[config.mk]
export PLATFORM = sky130hd
export DESIGN_NAME = button_press_duration_classifier_flat
export DESIGN_NICKNAME = d
export VERILOG_FILES = /design/src/rtl/core/bpdc_pkg.sv /design/src/rtl/core/bpdc_ifs.sv /design/src/rtl/core/button_press_duration_classifier.sv /design/src/rtl/core/bpdc_cfg_regs.sv /design/src/rtl/core/bpdc_core.sv /design/src/flat_wrapper.sv
export SDC_FILE = /design/constraint.sdc
export NUM_CORES = 1
export LEC_CHECK = 0
export BUFFER_PORTS_ARGS = -buffer_cell sky130_fd_sc_hd__buf_2
export CAP_MARGIN = 20
export CELL_PAD_IN_SITES_DETAIL_PLACEMENT = 1
export CELL_PAD_IN_SITES_GLOBAL_PLACEMENT = 2
export CORE_MARGIN = 8
export CORE_UTILIZATION = 35
export CTS_BUF_LIST = sky130_fd_sc_hd__clkbuf_8
export DETAILED_ROUTE_END_ITERATION = 7
export PLACE_DENSITY = 0.82
export SYNTH_ARGS = -nofsm -noshare
export SYNTH_HDL_FRONTEND = slang
export SYNTH_SLANG_ARGS = --single-unit
[constraint.sdc]
create_clock -name i_clk -period 11.58 [get_ports i_clk]
set_clock_uncertainty 0.15 [all_clocks]
set_input_delay 0.579 -clock i_clk [delete_from_list [all_inputs] [get_ports i_clk]]
set_output_delay 0.579 -clock i_clk [all_outputs]
set_load 0.05 [all_outputs]
[src/rtl/core/bpdc_pkg.sv]
// Package for the button press duration classifier.
// Item, result and register types, codes and reset values; no dependencies.
`default_nettype none

package bpdc_pkg;

    localparam int TIME_W = 32;
    localparam int THR_W  = 16;
    localparam int CNT_W  = 16;
    localparam int IDX_W  = 2;

    typedef enum logic {
        OP_SAMPLE  = 1'b0,
        OP_CONSUME = 1'b1
    } t_op;

    typedef enum logic [IDX_W-1:0] {
        CFG_ACTIVE_LEVEL = 2'd0,
        CFG_MIN_PRESS    = 2'd1,
        CFG_LONG         = 2'd2,
        CFG_VERY_LONG    = 2'd3
    } t_cfg_idx;

    localparam logic             RST_ACTIVE_LEVEL = 1'b1;
    localparam logic [THR_W-1:0] RST_MIN_PRESS_MS = 16'd50;
    localparam logic [THR_W-1:0] RST_LONG_MS      = 16'd1000;
    localparam logic [THR_W-1:0] RST_VERY_LONG_MS = 16'd5000;

    typedef struct packed {
        t_op               op;
        logic [TIME_W-1:0] now_ms;
        logic              level;
    } t_item;

    typedef struct packed {
        logic              pressed;
        logic              held_long;
        logic              held_very_long;
        logic              released;
        logic              released_long;
        logic              released_very_long;
        logic [CNT_W-1:0]  press_total;
        logic [TIME_W-1:0] last_duration;
        logic [TIME_W-1:0] elapsed_ms;
        logic              consume_granted;
    } t_result;

    typedef struct packed {
        logic             active_level;
        logic [THR_W-1:0] min_press_ms;
        logic [THR_W-1:0] long_ms;
        logic [THR_W-1:0] very_long_ms;
    } t_cfg;

endpackage

`default_nettype wire

[src/rtl/core/bpdc_ifs.sv]
// Handshake interfaces of the classifier: input items, result items, register writes.
// Depends on bpdc_pkg for field widths.
`default_nettype none

interface bpdc_item_if;
    import bpdc_pkg::*;
    logic              valid;
    logic              ready;
    logic              op;
    logic [TIME_W-1:0] now_ms;
    logic              level;

    modport source (output valid, op, now_ms, level, input ready);
    modport sink   (input valid, op, now_ms, level, output ready);
endinterface

interface bpdc_result_if;
    import bpdc_pkg::*;
    logic              valid;
    logic              ready;
    logic              pressed;
    logic              held_long;
    logic              held_very_long;
    logic              released;
    logic              released_long;
    logic              released_very_long;
    logic [CNT_W-1:0]  press_total;
    logic [TIME_W-1:0] last_duration;
    logic [TIME_W-1:0] elapsed_ms;
    logic              consume_granted;

    modport source (output valid, pressed, held_long, held_very_long, released,
                    released_long, released_very_long, press_total, last_duration,
                    elapsed_ms, consume_granted, input ready);
    modport sink   (input valid, pressed, held_long, held_very_long, released,
                    released_long, released_very_long, press_total, last_duration,
                    elapsed_ms, consume_granted, output ready);
endinterface

interface bpdc_cfg_if;
    import bpdc_pkg::*;
    logic             valid;
    logic             ready;
    logic [IDX_W-1:0] index;
    logic [THR_W-1:0] data;

    modport source (output valid, index, data, input ready);
    modport sink   (input valid, index, data, output ready);
endinterface

`default_nettype wire

[src/rtl/core/button_press_duration_classifier.sv]
// Top level of the button press duration classifier: input register, update core,
// result register and configuration registers. Depends on bpdc_pkg, bpdc_ifs.
//
// Usage:
//   i_item   : items {op, now_ms, level}; op sample updates the press state from the
//              level, op consume grants the current press at most once.
//   o_result : one result item per input item, in order, flags and counters taken
//              after the update.
//   i_cfg    : register writes {index, data}; always ready. Write only while idle.
// Path: an accepted item waits in the input register, is processed by the core on
//   advance and its result is held in the result register until it is taken.
// Throughput: one item per cycle while the result is taken; the state update is one
//   subtract and three threshold compares between the input and result registers.
// Reset (synchronous, active low): empties both registers, returns the state and
//   the thresholds to their defaults.
// Stall: while the result is not taken the input register still accepts one item;
//   i_item.ready then drops until the result register drains.
`default_nettype none

module button_press_duration_classifier (
    input  logic          i_clk,
    input  logic          i_rst_n,
    bpdc_item_if.sink     i_item,
    bpdc_result_if.source o_result,
    bpdc_cfg_if.sink      i_cfg
);
    import bpdc_pkg::*;

    logic    r_in_valid;
    t_item   r_in_item;
    logic    r_out_valid;
    t_result r_out_res;

    logic    advance;
    logic    in_ready;
    t_result core_res;
    t_cfg    cfg;

    assign advance  = r_in_valid && (!r_out_valid || o_result.ready);
    assign in_ready = !r_in_valid || advance;

    assign i_item.ready = in_ready;
    assign i_cfg.ready  = 1'b1;

    bpdc_cfg_regs u_cfg_regs (
        .i_clk      (i_clk),
        .i_rst_n    (i_rst_n),
        .i_wr_en    (i_cfg.valid),
        .i_wr_index (t_cfg_idx'(i_cfg.index)),
        .i_wr_data  (i_cfg.data),
        .o_cfg      (cfg)
    );

    bpdc_core u_core (
        .i_clk     (i_clk),
        .i_rst_n   (i_rst_n),
        .i_advance (advance),
        .i_item    (r_in_item),
        .i_cfg     (cfg),
        .o_result  (core_res)
    );

    always_ff @(posedge i_clk) begin
        if (!i_rst_n) begin
            r_in_valid  <= 1'b0;
            r_out_valid <= 1'b0;
        end else begin
            if (in_ready) r_in_valid <= i_item.valid;
            if (advance) begin
                r_out_valid <= 1'b1;
            end else if (o_result.ready) begin
                r_out_valid <= 1'b0;
            end
        end
    end

    always_ff @(posedge i_clk) begin
        if (in_ready && i_item.valid) begin
            r_in_item.op     <= t_op'(i_item.op);
            r_in_item.now_ms <= i_item.now_ms;
            r_in_item.level  <= i_item.level;
        end
        if (advance) r_out_res <= core_res;
    end

    assign o_result.valid              = r_out_valid;
    assign o_result.pressed            = r_out_res.pressed;
    assign o_result.held_long          = r_out_res.held_long;
    assign o_result.held_very_long     = r_out_res.held_very_long;
    assign o_result.released           = r_out_res.released;
    assign o_result.released_long      = r_out_res.released_long;
    assign o_result.released_very_long = r_out_res.released_very_long;
    assign o_result.press_total        = r_out_res.press_total;
    assign o_result.last_duration      = r_out_res.last_duration;
    assign o_result.elapsed_ms         = r_out_res.elapsed_ms;
    assign o_result.consume_granted    = r_out_res.consume_granted;

endmodule

`default_nettype wire

[src/rtl/core/bpdc_cfg_regs.sv]
// Configuration register file of the classifier.
// Depends on bpdc_pkg.
`default_nettype none

module bpdc_cfg_regs (
    input  logic                           i_clk,
    input  logic                           i_rst_n,
    input  logic                           i_wr_en,
    input  bpdc_pkg::t_cfg_idx             i_wr_index,
    input  logic [bpdc_pkg::THR_W-1:0]     i_wr_data,
    output bpdc_pkg::t_cfg                 o_cfg
);
    import bpdc_pkg::*;

    t_cfg r_cfg;

    always_ff @(posedge i_clk) begin
        if (!i_rst_n) begin
            r_cfg.active_level <= RST_ACTIVE_LEVEL;
            r_cfg.min_press_ms <= RST_MIN_PRESS_MS;
            r_cfg.long_ms      <= RST_LONG_MS;
            r_cfg.very_long_ms <= RST_VERY_LONG_MS;
        end else if (i_wr_en) begin
            unique case (i_wr_index)
                CFG_ACTIVE_LEVEL: r_cfg.active_level <= i_wr_data[0];
                CFG_MIN_PRESS:    r_cfg.min_press_ms <= i_wr_data;
                CFG_LONG:         r_cfg.long_ms      <= i_wr_data;
                CFG_VERY_LONG:    r_cfg.very_long_ms <= i_wr_data;
                default:          r_cfg              <= r_cfg;
            endcase
        end
    end

    assign o_cfg = r_cfg;

endmodule

`default_nettype wire

[src/rtl/core/bpdc_core.sv]
// Button state and single-pass update logic: takes one registered item per advance,
// updates the press state and forms the result. Depends on bpdc_pkg.
`default_nettype none

module bpdc_core (
    input  logic              i_clk,
    input  logic              i_rst_n,
    input  logic              i_advance,
    input  bpdc_pkg::t_item   i_item,
    input  bpdc_pkg::t_cfg    i_cfg,
    output bpdc_pkg::t_result o_result
);
    import bpdc_pkg::*;

    logic              r_is_pressed,     n_is_pressed;
    logic              r_hold_long,      n_hold_long;
    logic              r_hold_very_long, n_hold_very_long;
    logic              r_rel,            n_rel;
    logic              r_rel_long,       n_rel_long;
    logic              r_rel_very_long,  n_rel_very_long;
    logic [CNT_W-1:0]  r_press_cnt,      n_press_cnt;
    logic              r_consumed,       n_consumed;
    logic [TIME_W-1:0] r_edge_time,      n_edge_time;
    logic [TIME_W-1:0] r_duration,       n_duration;

    logic [TIME_W-1:0] held;
    logic              gt_min, gt_long, gt_very_long;
    logic              is_active;
    logic              edge_set;
    logic              granted;

    // one wrapping subtract serves hold time, release duration and elapsed time
    assign held         = i_item.now_ms - r_edge_time;
    assign gt_min       = held > {{(TIME_W-THR_W){1'b0}}, i_cfg.min_press_ms};
    assign gt_long      = held > {{(TIME_W-THR_W){1'b0}}, i_cfg.long_ms};
    assign gt_very_long = held > {{(TIME_W-THR_W){1'b0}}, i_cfg.very_long_ms};
    assign is_active    = (i_item.level == i_cfg.active_level);

    always_comb begin
        n_is_pressed     = r_is_pressed;
        n_hold_long      = r_hold_long;
        n_hold_very_long = r_hold_very_long;
        n_rel            = r_rel;
        n_rel_long       = r_rel_long;
        n_rel_very_long  = r_rel_very_long;
        n_press_cnt      = r_press_cnt;
        n_consumed       = r_consumed;
        n_edge_time      = r_edge_time;
        n_duration       = r_duration;
        edge_set         = 1'b0;
        granted          = 1'b0;
        unique case (i_item.op)
            OP_SAMPLE: begin
                if (is_active) begin
                    if (!r_is_pressed) begin
                        n_is_pressed    = 1'b1;
                        n_rel           = 1'b0;
                        n_rel_long      = 1'b0;
                        n_rel_very_long = 1'b0;
                        n_press_cnt     = r_press_cnt + CNT_W'(1);
                        n_consumed      = 1'b0;
                        n_edge_time     = i_item.now_ms;
                        edge_set        = 1'b1;
                    end else begin
                        if (gt_long)      n_hold_long      = 1'b1;
                        if (gt_very_long) n_hold_very_long = 1'b1;
                    end
                end else if (r_is_pressed) begin
                    n_is_pressed     = 1'b0;
                    n_hold_long      = 1'b0;
                    n_hold_very_long = 1'b0;
                    n_duration       = held;
                    n_edge_time      = i_item.now_ms;
                    edge_set         = 1'b1;
                    if (gt_min) begin
                        n_rel = 1'b1;
                        if (gt_long)      n_rel_long      = 1'b1;
                        if (gt_very_long) n_rel_very_long = 1'b1;
                    end else begin
                        n_press_cnt = r_press_cnt - CNT_W'(1);
                    end
                end else begin
                    n_rel           = 1'b0;
                    n_rel_long      = 1'b0;
                    n_rel_very_long = 1'b0;
                end
            end
            OP_CONSUME: begin
                if (!r_consumed && r_is_pressed) begin
                    n_consumed = 1'b1;
                    granted    = 1'b1;
                end
            end
            default: ;
        endcase
    end

    always_ff @(posedge i_clk) begin
        if (!i_rst_n) begin
            r_is_pressed     <= 1'b0;
            r_hold_long      <= 1'b0;
            r_hold_very_long <= 1'b0;
            r_rel            <= 1'b1;
            r_rel_long       <= 1'b0;
            r_rel_very_long  <= 1'b0;
            r_press_cnt      <= '0;
            r_consumed       <= 1'b0;
            r_edge_time      <= '0;
            r_duration       <= '0;
        end else if (i_advance) begin
            r_is_pressed     <= n_is_pressed;
            r_hold_long      <= n_hold_long;
            r_hold_very_long <= n_hold_very_long;
            r_rel            <= n_rel;
            r_rel_long       <= n_rel_long;
            r_rel_very_long  <= n_rel_very_long;
            r_press_cnt      <= n_press_cnt;
            r_consumed       <= n_consumed;
            r_edge_time      <= n_edge_time;
            r_duration       <= n_duration;
        end
    end

    always_comb begin
        o_result.pressed            = n_is_pressed;
        o_result.held_long          = n_hold_long;
        o_result.held_very_long     = n_hold_very_long;
        o_result.released           = n_rel;
        o_result.released_long      = n_rel_long;
        o_result.released_very_long = n_rel_very_long;
        o_result.press_total        = n_press_cnt;
        o_result.last_duration      = n_duration;
        // edge restamped to now gives zero elapsed time
        o_result.elapsed_ms         = edge_set ? '0 : held;
        o_result.consume_granted    = granted;
    end

    a_hold_only_pressed: assert property (@(posedge i_clk) disable iff (!i_rst_n)
        !r_is_pressed |-> (!r_hold_long && !r_hold_very_long))
        else $error("hold flag set while released");

    a_no_release_while_held: assert property (@(posedge i_clk) disable iff (!i_rst_n)
        r_is_pressed |-> (!r_rel && !r_rel_long && !r_rel_very_long))
        else $error("release flag set during a press");

    a_release_marks_valid: assert property (@(posedge i_clk) disable iff (!i_rst_n)
        (r_rel_long || r_rel_very_long) |-> r_rel)
        else $error("release mark without valid release");

    a_grant_once: assert property (@(posedge i_clk) disable iff (!i_rst_n)
        (i_advance && granted) |=> (r_consumed && r_is_pressed))
        else $error("grant did not mark press consumed");

endmodule

`default_nettype wire

[src/flat_wrapper.sv]
// flat-port wrapper written by rule: the top's interface ports become plain ports
module button_press_duration_classifier_flat import bpdc_pkg::*;
  (i_clk, i_rst_n, i_item_valid, i_item_op, i_item_now_ms, i_item_level, i_item_ready, o_result_valid, o_result_pressed, o_result_held_long, o_result_held_very_long, o_result_released, o_result_released_long, o_result_released_very_long, o_result_press_total, o_result_last_duration, o_result_elapsed_ms, o_result_consume_granted, o_result_ready, i_cfg_valid, i_cfg_index, i_cfg_data, i_cfg_ready);
  bpdc_item_if i_item_i ();
  bpdc_result_if o_result_i ();
  bpdc_cfg_if i_cfg_i ();
  input  logic i_clk;
  input  logic i_rst_n;
  input wire logic [$bits(i_item_i.valid)-1:0] i_item_valid;
  input wire logic [$bits(i_item_i.op)-1:0] i_item_op;
  input wire logic [$bits(i_item_i.now_ms)-1:0] i_item_now_ms;
  input wire logic [$bits(i_item_i.level)-1:0] i_item_level;
  output wire logic [$bits(i_item_i.ready)-1:0] i_item_ready;
  output wire logic [$bits(o_result_i.valid)-1:0] o_result_valid;
  output wire logic [$bits(o_result_i.pressed)-1:0] o_result_pressed;
  output wire logic [$bits(o_result_i.held_long)-1:0] o_result_held_long;
  output wire logic [$bits(o_result_i.held_very_long)-1:0] o_result_held_very_long;
  output wire logic [$bits(o_result_i.released)-1:0] o_result_released;
  output wire logic [$bits(o_result_i.released_long)-1:0] o_result_released_long;
  output wire logic [$bits(o_result_i.released_very_long)-1:0] o_result_released_very_long;
  output wire logic [$bits(o_result_i.press_total)-1:0] o_result_press_total;
  output wire logic [$bits(o_result_i.last_duration)-1:0] o_result_last_duration;
  output wire logic [$bits(o_result_i.elapsed_ms)-1:0] o_result_elapsed_ms;
  output wire logic [$bits(o_result_i.consume_granted)-1:0] o_result_consume_granted;
  input wire logic [$bits(o_result_i.ready)-1:0] o_result_ready;
  input wire logic [$bits(i_cfg_i.valid)-1:0] i_cfg_valid;
  input wire logic [$bits(i_cfg_i.index)-1:0] i_cfg_index;
  input wire logic [$bits(i_cfg_i.data)-1:0] i_cfg_data;
  output wire logic [$bits(i_cfg_i.ready)-1:0] i_cfg_ready;
  assign i_item_i.valid = i_item_valid;
  assign i_item_i.op = i_item_op;
  assign i_item_i.now_ms = i_item_now_ms;
  assign i_item_i.level = i_item_level;
  assign i_item_ready = i_item_i.ready;
  assign o_result_valid = o_result_i.valid;
  assign o_result_pressed = o_result_i.pressed;
  assign o_result_held_long = o_result_i.held_long;
  assign o_result_held_very_long = o_result_i.held_very_long;
  assign o_result_released = o_result_i.released;
  assign o_result_released_long = o_result_i.released_long;
  assign o_result_released_very_long = o_result_i.released_very_long;
  assign o_result_press_total = o_result_i.press_total;
  assign o_result_last_duration = o_result_i.last_duration;
  assign o_result_elapsed_ms = o_result_i.elapsed_ms;
  assign o_result_consume_granted = o_result_i.consume_granted;
  assign o_result_i.ready = o_result_ready;
  assign i_cfg_i.valid = i_cfg_valid;
  assign i_cfg_i.index = i_cfg_index;
  assign i_cfg_i.data = i_cfg_data;
  assign i_cfg_ready = i_cfg_i.ready;
  button_press_duration_classifier u_core (.i_clk(i_clk), .i_rst_n(i_rst_n), .i_item(i_item_i), .o_result(o_result_i), .i_cfg(i_cfg_i));
endmodule
==> qor.yml, run 1 <==
layout_commonest_cell: "nand2_1"
synth_fa_ha_area_share_pct: 7.90
yosysSeqAreaShare_pct: 47.7
syn-num-nets: 1655
synth-seq-cells: 259
gp_congestion: 0.851
first_global_vias: 12352
synth_top_family_by_area: "simple AND/OR/NAND/NOR gates"
antenna_found_initial: 0
tightest_slew_ns: 1.03
diodes: 0
clockBufferDepth: 3
die_area_sq_um: 44800
yosysTopAreaCell: "edfxtp_1"
clockRootBuffer: "clkbuf_8"
power_leakage_nw: 6.17
maxCapViolations: 0
ys_async_sr_fraction_pct: 0
outcome: "completed"
wl_per_cell_um: 18.9
cts_tree: "done"
path_max_fanout: 32
drive_gt1_share_pct: 14.0
die_w_um: 212
numClockSinks: 259
ys.flop_type: "dfxtp_1"
finalSetupViolCount: 0
end_kind: "flop"
hp-start: "i_cfg_data[11]"
required_ns: 11.76
worstSetupStartpointType: "flop"
synthMuxAreaShare_pct: 1.05
dpl_cell_area_sq_um: 14600
worstSetupStartpoint: "u_core.r_in_item[1]"
syn_area_sq_um: 13400
grt.total_usage_pct: 19.0
ys_types: 73
htreeDepth: 2
vias: 11399
ys_top_cells_by_area: "edfxtp_1, dfxtp_1, nand2_1, ha_1, a21oi_1"
ant_nets: 0
clk_pin_slew_ns: 0.06
ioPinCount: 147
synth_xor_area_share_pct: 2.74
fin_setup_tns_ns: 0
postSynthCellCount: 1514
clk_latency_ns: 0.59
start_util_pct: 35.6
ff2ff_path_depth: 17
wl_mm: 41.9
irDropWorstVdd_uv: 116
post-route-period-util_pct: 43.9
multiInputGateArea_sq_um: 6320
core_sq_um: 37700
nNetsFinal: 1814
fin_area_sq_um: 15900
hp-class: "in -> reg"
fill_cells: 4453
fin_crit_ns: 5.08
synth_warnings: 0
critPathKind: "reg -> reg"
synth_compound_area_share_pct: 15.8
syn_to_final_growth_pct: 18.5
grt_max_degree: 82
syn_avg_cell_area_sq_um: 8.85
overflow: 0
die_h_um: 212
portBuffers: 145
slew_violations: 0
synthSimpleGateAreaFrac_pct: 19.5
drc: 0
rows: 71
min_path_cells: 3
final_cell_mix: "nand2_1, a21oi_1, buf_2"
dp_hpwl_mm: 30.1
finalHoldViolations: 0
arrival_ns: 5.26
pwr_density_cell_nw_per_um2: 149
drt_iter0_drc: 456
regArea_sq_um: 6400
cts_buffers: 46
grt_setup_unrepaired: "false"
worstReg2RegStart: "u_core.r_in_item[1]"
dr.pass1.iters: 5
fmax_mhz: 197
max_slew_margin_pct: 31.1
viasPerCell: 5.13
grt_pass1_wl_mm: 67.4
netlist.area_leader.share_pct: 27.1
synth_edf_count: 121
## metrics by stage
stage                     hold WS, ns  utilization (%)  std cells  total power, W  setup WS [ns]
final                          0.0900             42.2       2220         0.00237           6.50
after global routing           0.0588             42.2       2220         0.00250           6.00
after CTS                      0.0345             42.2       2220         0.00241           6.48
after detailed placement        0.299             38.7       2102         0.00149           6.54
after global placement          0.291             38.7       2102         0.00148           6.56
after floorplan                 0.286                -       1514         0.00134           7.09
## sequential cells by signal (all words and copies together) (netlist names), 16 cells and up
register	flops
u_core.r_in_item	34
u_core.o_result.last_duration	32
u_core.u_cfg_regs.o_cfg	49
u_core.o_result.elapsed_ms	32
u_core.u_core.r_press_cnt	16
u_core.o_result.press_total	16
u_core.u_core.r_duration	32
u_core.u_core.r_edge_time	32
## worst max-delay path: stages (launching register included)
cell      delay (ns)
edfxtp_1        0.39
inv_1           0.07
ha_1            0.17
inv_1           0.06
fa_1            0.41
a21o_1          0.21
a221o_1         0.38
a31o_2          0.29
a21o_1          0.21
xor2_1          0.40
ha_1            0.34
nand4_1         0.12
nor4_1          0.07
or3_1           0.30
o22ai_1         0.42
nand3b_4        0.46
o21ai_0         0.18
xor2_1          0.16
## cells by family (layout without fill, tap and decap cells)
group,count (synthesis),in the layout
buffers and inverters,183,378
other,1,1
DFF,259,259
and+or+nand+nor,580,580
muxes,14,14
xor gates and xnor gates,42,42
AOI/OAI and AO/OA,351,351
adders and majority gates,84,84
## synthesized netlist by cell type (3+ instances only)
cell	number
nand2_1	326
a21oi_1	166
dfxtp_1	138
edfxtp_1	121
inv_1	93
ha_1	83
nor2_1	78
clkbuf_1	68
o21ai_0	58
nor3_1	30
o21a_1	23
xnor2_1	23
nand3_1	22
nand4_1	22
o211ai_1	22
nor2b_1	20
nand2b_1	19
xor2_1	19
and3_1	17
a21o_1	16
mux2i_1	13
buf_2	10
a31oi_1	9
o22ai_1	8
or3_1	8
nor4_1	7
a211oi_1	6
buf_1	6
nor3b_1	6
and2_1	5
nand3b_1	5
o2111ai_1	4
a211o_1	3
a21boi_0	3
clkinv_1	3
nand4b_1	3
## metal layers
| layer | up-vias | global-route usage (%) | share of wire (%) |
|---|---|---|---|
| met3 | 69 | 3.22 | 3.9 |
| met5 | - | 0 | 0 |
| met4 | 0 | 7.17 | 2.9 |
| met2 | 196 | 32.7 | 49 |
| met1 | 5540 | 23.5 | 44 |
| li1 | 5594 | - | - |
## path summary, 6_finish.rpt
kind,to,slack (ns)
setup / recovery,u_core.o_result.press_total[3],6.50
hold / removal,u_core.u_cfg_regs.o_cfg[43],0.09
setup reg to reg,u_core.o_result.press_total[3],6.50
hold reg to reg,u_core.u_core.r_edge_time[10],0.30
## where the power goes
| part | internal (W) | switching [W] | total (W) |
|---|---|---|---|
| Clock | 0.000508 | 0.000390 | 0.000898 |
| Combinational | 0.000145 | 0.000305 | 0.000450 |
| Sequential | 0.00101 | 0.0000196 | 0.00103 |
| Total | 0.00166 | 0.000714 | 0.00237 |
## area by class of cell
type,instances,area share (%)
clock buffer,50,4.33
clock inverter,34,1.69
inverter,96,2.28
multi-input combinational,1072,39.8
sequential,259,40.3
tap,511,4.03
timing repair buffer,198,7.61
## what timing repair did
action	in CTS	in global routing
gates resized for setup	0	0
hold buffers	34	0
endpoints found under the hold margin	34	0
buffers inserted	0	0
No activity file was read; power rests on OpenSTA's default activity.
==> inputs of run 2 (changes only) <==
Clock period 11.58 ns to 5.01 ns, I/O delays scaled along.
==> run 2 against run 1 <==
Effect of this change:
- clock power up 130%
- total power up 130%
- first-iteration DRC count down 2.2%
- flip-flop and latch count unchanged
- highest routed layer unchanged
- final cell count up 2.0%
- final area up 2.4%
- critical path depth up 1
- non-clock buffer count up 42
- utilization up 1.0 points
- register-to-register slack worse by 6.2 ns
- global-route usage up 0.088 points
- critical path type unchanged
- wire length up 2.7%
==> qor.yml, run 2 (same netlist as run 1, synthesis figures left out) <==
outcome: "completed"
viasPerCell: 5.15
regToRegEndpoint: "u_core.o_result.press_total[14]"
portBuffers: 145
rows: 71
crit_path_cell_trace: "inv_1 > ha_1 > inv_1 > fa_1 > a21o_1 > a221o_1 > a31o_2 > a21o_1 > xor2_1 > ha_1 > nand4_1 > nor4_2 > or3_1 > o22ai_1 > buf_4 > nand3b_4 > or2_1 > o311ai_1"
htreeDepth: 2
first_global_vias: 12299
cpPeakStageDelay_ns: 0.40
min_path_cells: 3
die_area_sq_um: 44800
end_kind: "flop"
fill_cells: 4471
fin_setup_tns_ns: 0
diodes: 0
clk_pin_slew_ns: 0.06
finalSetupViolCount: 0
clockRootBuffer: "clkbuf_8"
die_w_um: 212
drt_iter0_drc: 446
max_slew_margin_pct: 31.8
drc: 0
finalHoldViolations: 0
drive_gt1_share_pct: 15.5
irDropWorstVdd_uv: 200
hp-start: "i_rst_n"
dr.pass1.iters: 5
final_cell_mix: "nand2_1, a21oi_1, buf_2"
grt_pass1_wl_mm: 67.7
die_h_um: 212
slew_violations: 0
grt_setup_unrepaired: "false"
numClockSinks: 259
use_met1_pct: 23.9
path_max_fanout: 13
min_delay_worst_endpoint: "u_core.r_in_valid"
r2r_slack_ns: 0.32
vias: 11658
maxCapViolations: 0
power_leakage_nw: 6.36
clockBufferDepth: 3
grt_use_met3_pct: 2.77
arrival_ns: 4.94
ff2ff_path_depth: 18
clk_latency_ns: 0.60
gp_congestion: 0.840
p_total_w: 0.00549
critPathKind: "reg -> reg"
syn_to_final_growth_pct: 21.3
wl_mm: 43.1
grt.total_usage_pct: 19.0
busiest_layer: "met2"
worst-path-buf-inv: 3
fin_crit_ns: 4.69
dp_hpwl_mm: 30.9
largest_reg_flops: 49
met2_usage_pct: 32.7
cts_tree: "done"
ant_nets: 0
layout_commonest_cell: "nand2_1"
crit_family: "compound AO/OA/AOI/OAI gates"
core_sq_um: 37700
required_ns: 5.27
cts_buffers: 46
cp_slowest_cell: "fa_1"
pwr_density_cell_nw_per_um2: 338
worstSetupStartpointType: "flop"
grt_max_degree: 70
worstReg2RegStart: "u_core.r_in_item[1]"
ioPinCount: 147
antenna_found_initial: 0
fmax_mhz: 213
post-route-period-util_pct: 93.5
tightest_slew_ns: 1.02
overflow: 0
wl_per_cell_um: 19.0
start_util_pct: 35.6
hp-class: "in -> reg"
nNetsFinal: 1856
## run 2: cell count changes in the layout (fill, tap and decap cells not counted), moves of 2 or more
cell	previous run	this run
dlygate4sd3_1	34	56
buf_4	19	39
clkbuf_8	50	56
clkinv_2	1	7
bufinv_16	5	2
clkinv_1	9	6
inv_1	111	108
a21oi_1	166	164
a21oi_2	0	2
## run 2: layout make-up
type	count	area [sq um]	area share [%]
Multi-Input combinational cell	1072	6340	39.0
Inverter	96	363	2.23
Clock inverter	30	178	1.09
Tap cell	511	639	3.93
Sequential cell	259	6400	39.3
Timing Repair Buffer	240	1580	9.71
Clock buffer	56	771	4.74
## run 2: worst min-delay path, cell delays in order
cell and delay [ns]:
buf_2 0.10, inv_2 0.27, nor2_1 0.18
## run 2: metrics by stage
stage,util [%],std cells,instance area (sq um),hold slack (ns),setup WS (ns)
CTS,43.1,2263,16200,0.0566,0.184
floorplan,-,1514,13400,0.199,0.518
finish,43.2,2264,16300,0.111,0.324
global placement,39.1,2121,14700,0.278,0.331
detailed placement,39.1,2121,14700,0.279,0.186
global route,43.2,2264,16300,0.116,0.0195
## run 2: metal layers
| metal | wire, um | part of all wire, % |
|---|---|---|
| met4 | 1390 | 3.2 |
| met2 | 20700 | 48 |
| met1 | 19400 | 45 |
| met3 | 1570 | 3.7 |
| met5 | 0 | 0 |
## run 2: worst max-delay path by stage
stage | cells past startpoint | end | slack, ns | startpoint
after global routing | 20 | u_core.o_result.press_total[9] | 0.02 | u_core.r_in_item[1]
after floorplan | 5 | u_core.o_result.consume_granted | 0.52 | u_core.o_result.valid
after global placement | 19 | u_core.o_result.press_total[11] | 0.33 | u_core.r_in_item[1]
after CTS | 18 | u_core.o_result.press_total[7] | 0.18 | u_core.r_in_item[9]
after detailed placement | 18 | u_core.o_result.press_total[7] | 0.19 | u_core.r_in_item[9]
final | 18 | u_core.o_result.press_total[14] | 0.32 | u_core.r_in_item[1]
## run 2: what timing repair did
action	4_1_cts	5_1_grt
hold endpoints to repair	85	0
resized for setup	0	5
buffers inserted	0	1
hold buffers	56	0
setup endpoints to repair	0	33
## run 2: where the power goes
part	switching (W)	total, W	leakage (nW)	internal (W)
logic	0.000719	0.00109	3.53	0.000368
clock network	0.000919	0.00203	0.550	0.00112
registers	0.0000469	0.00237	2.28	0.00233
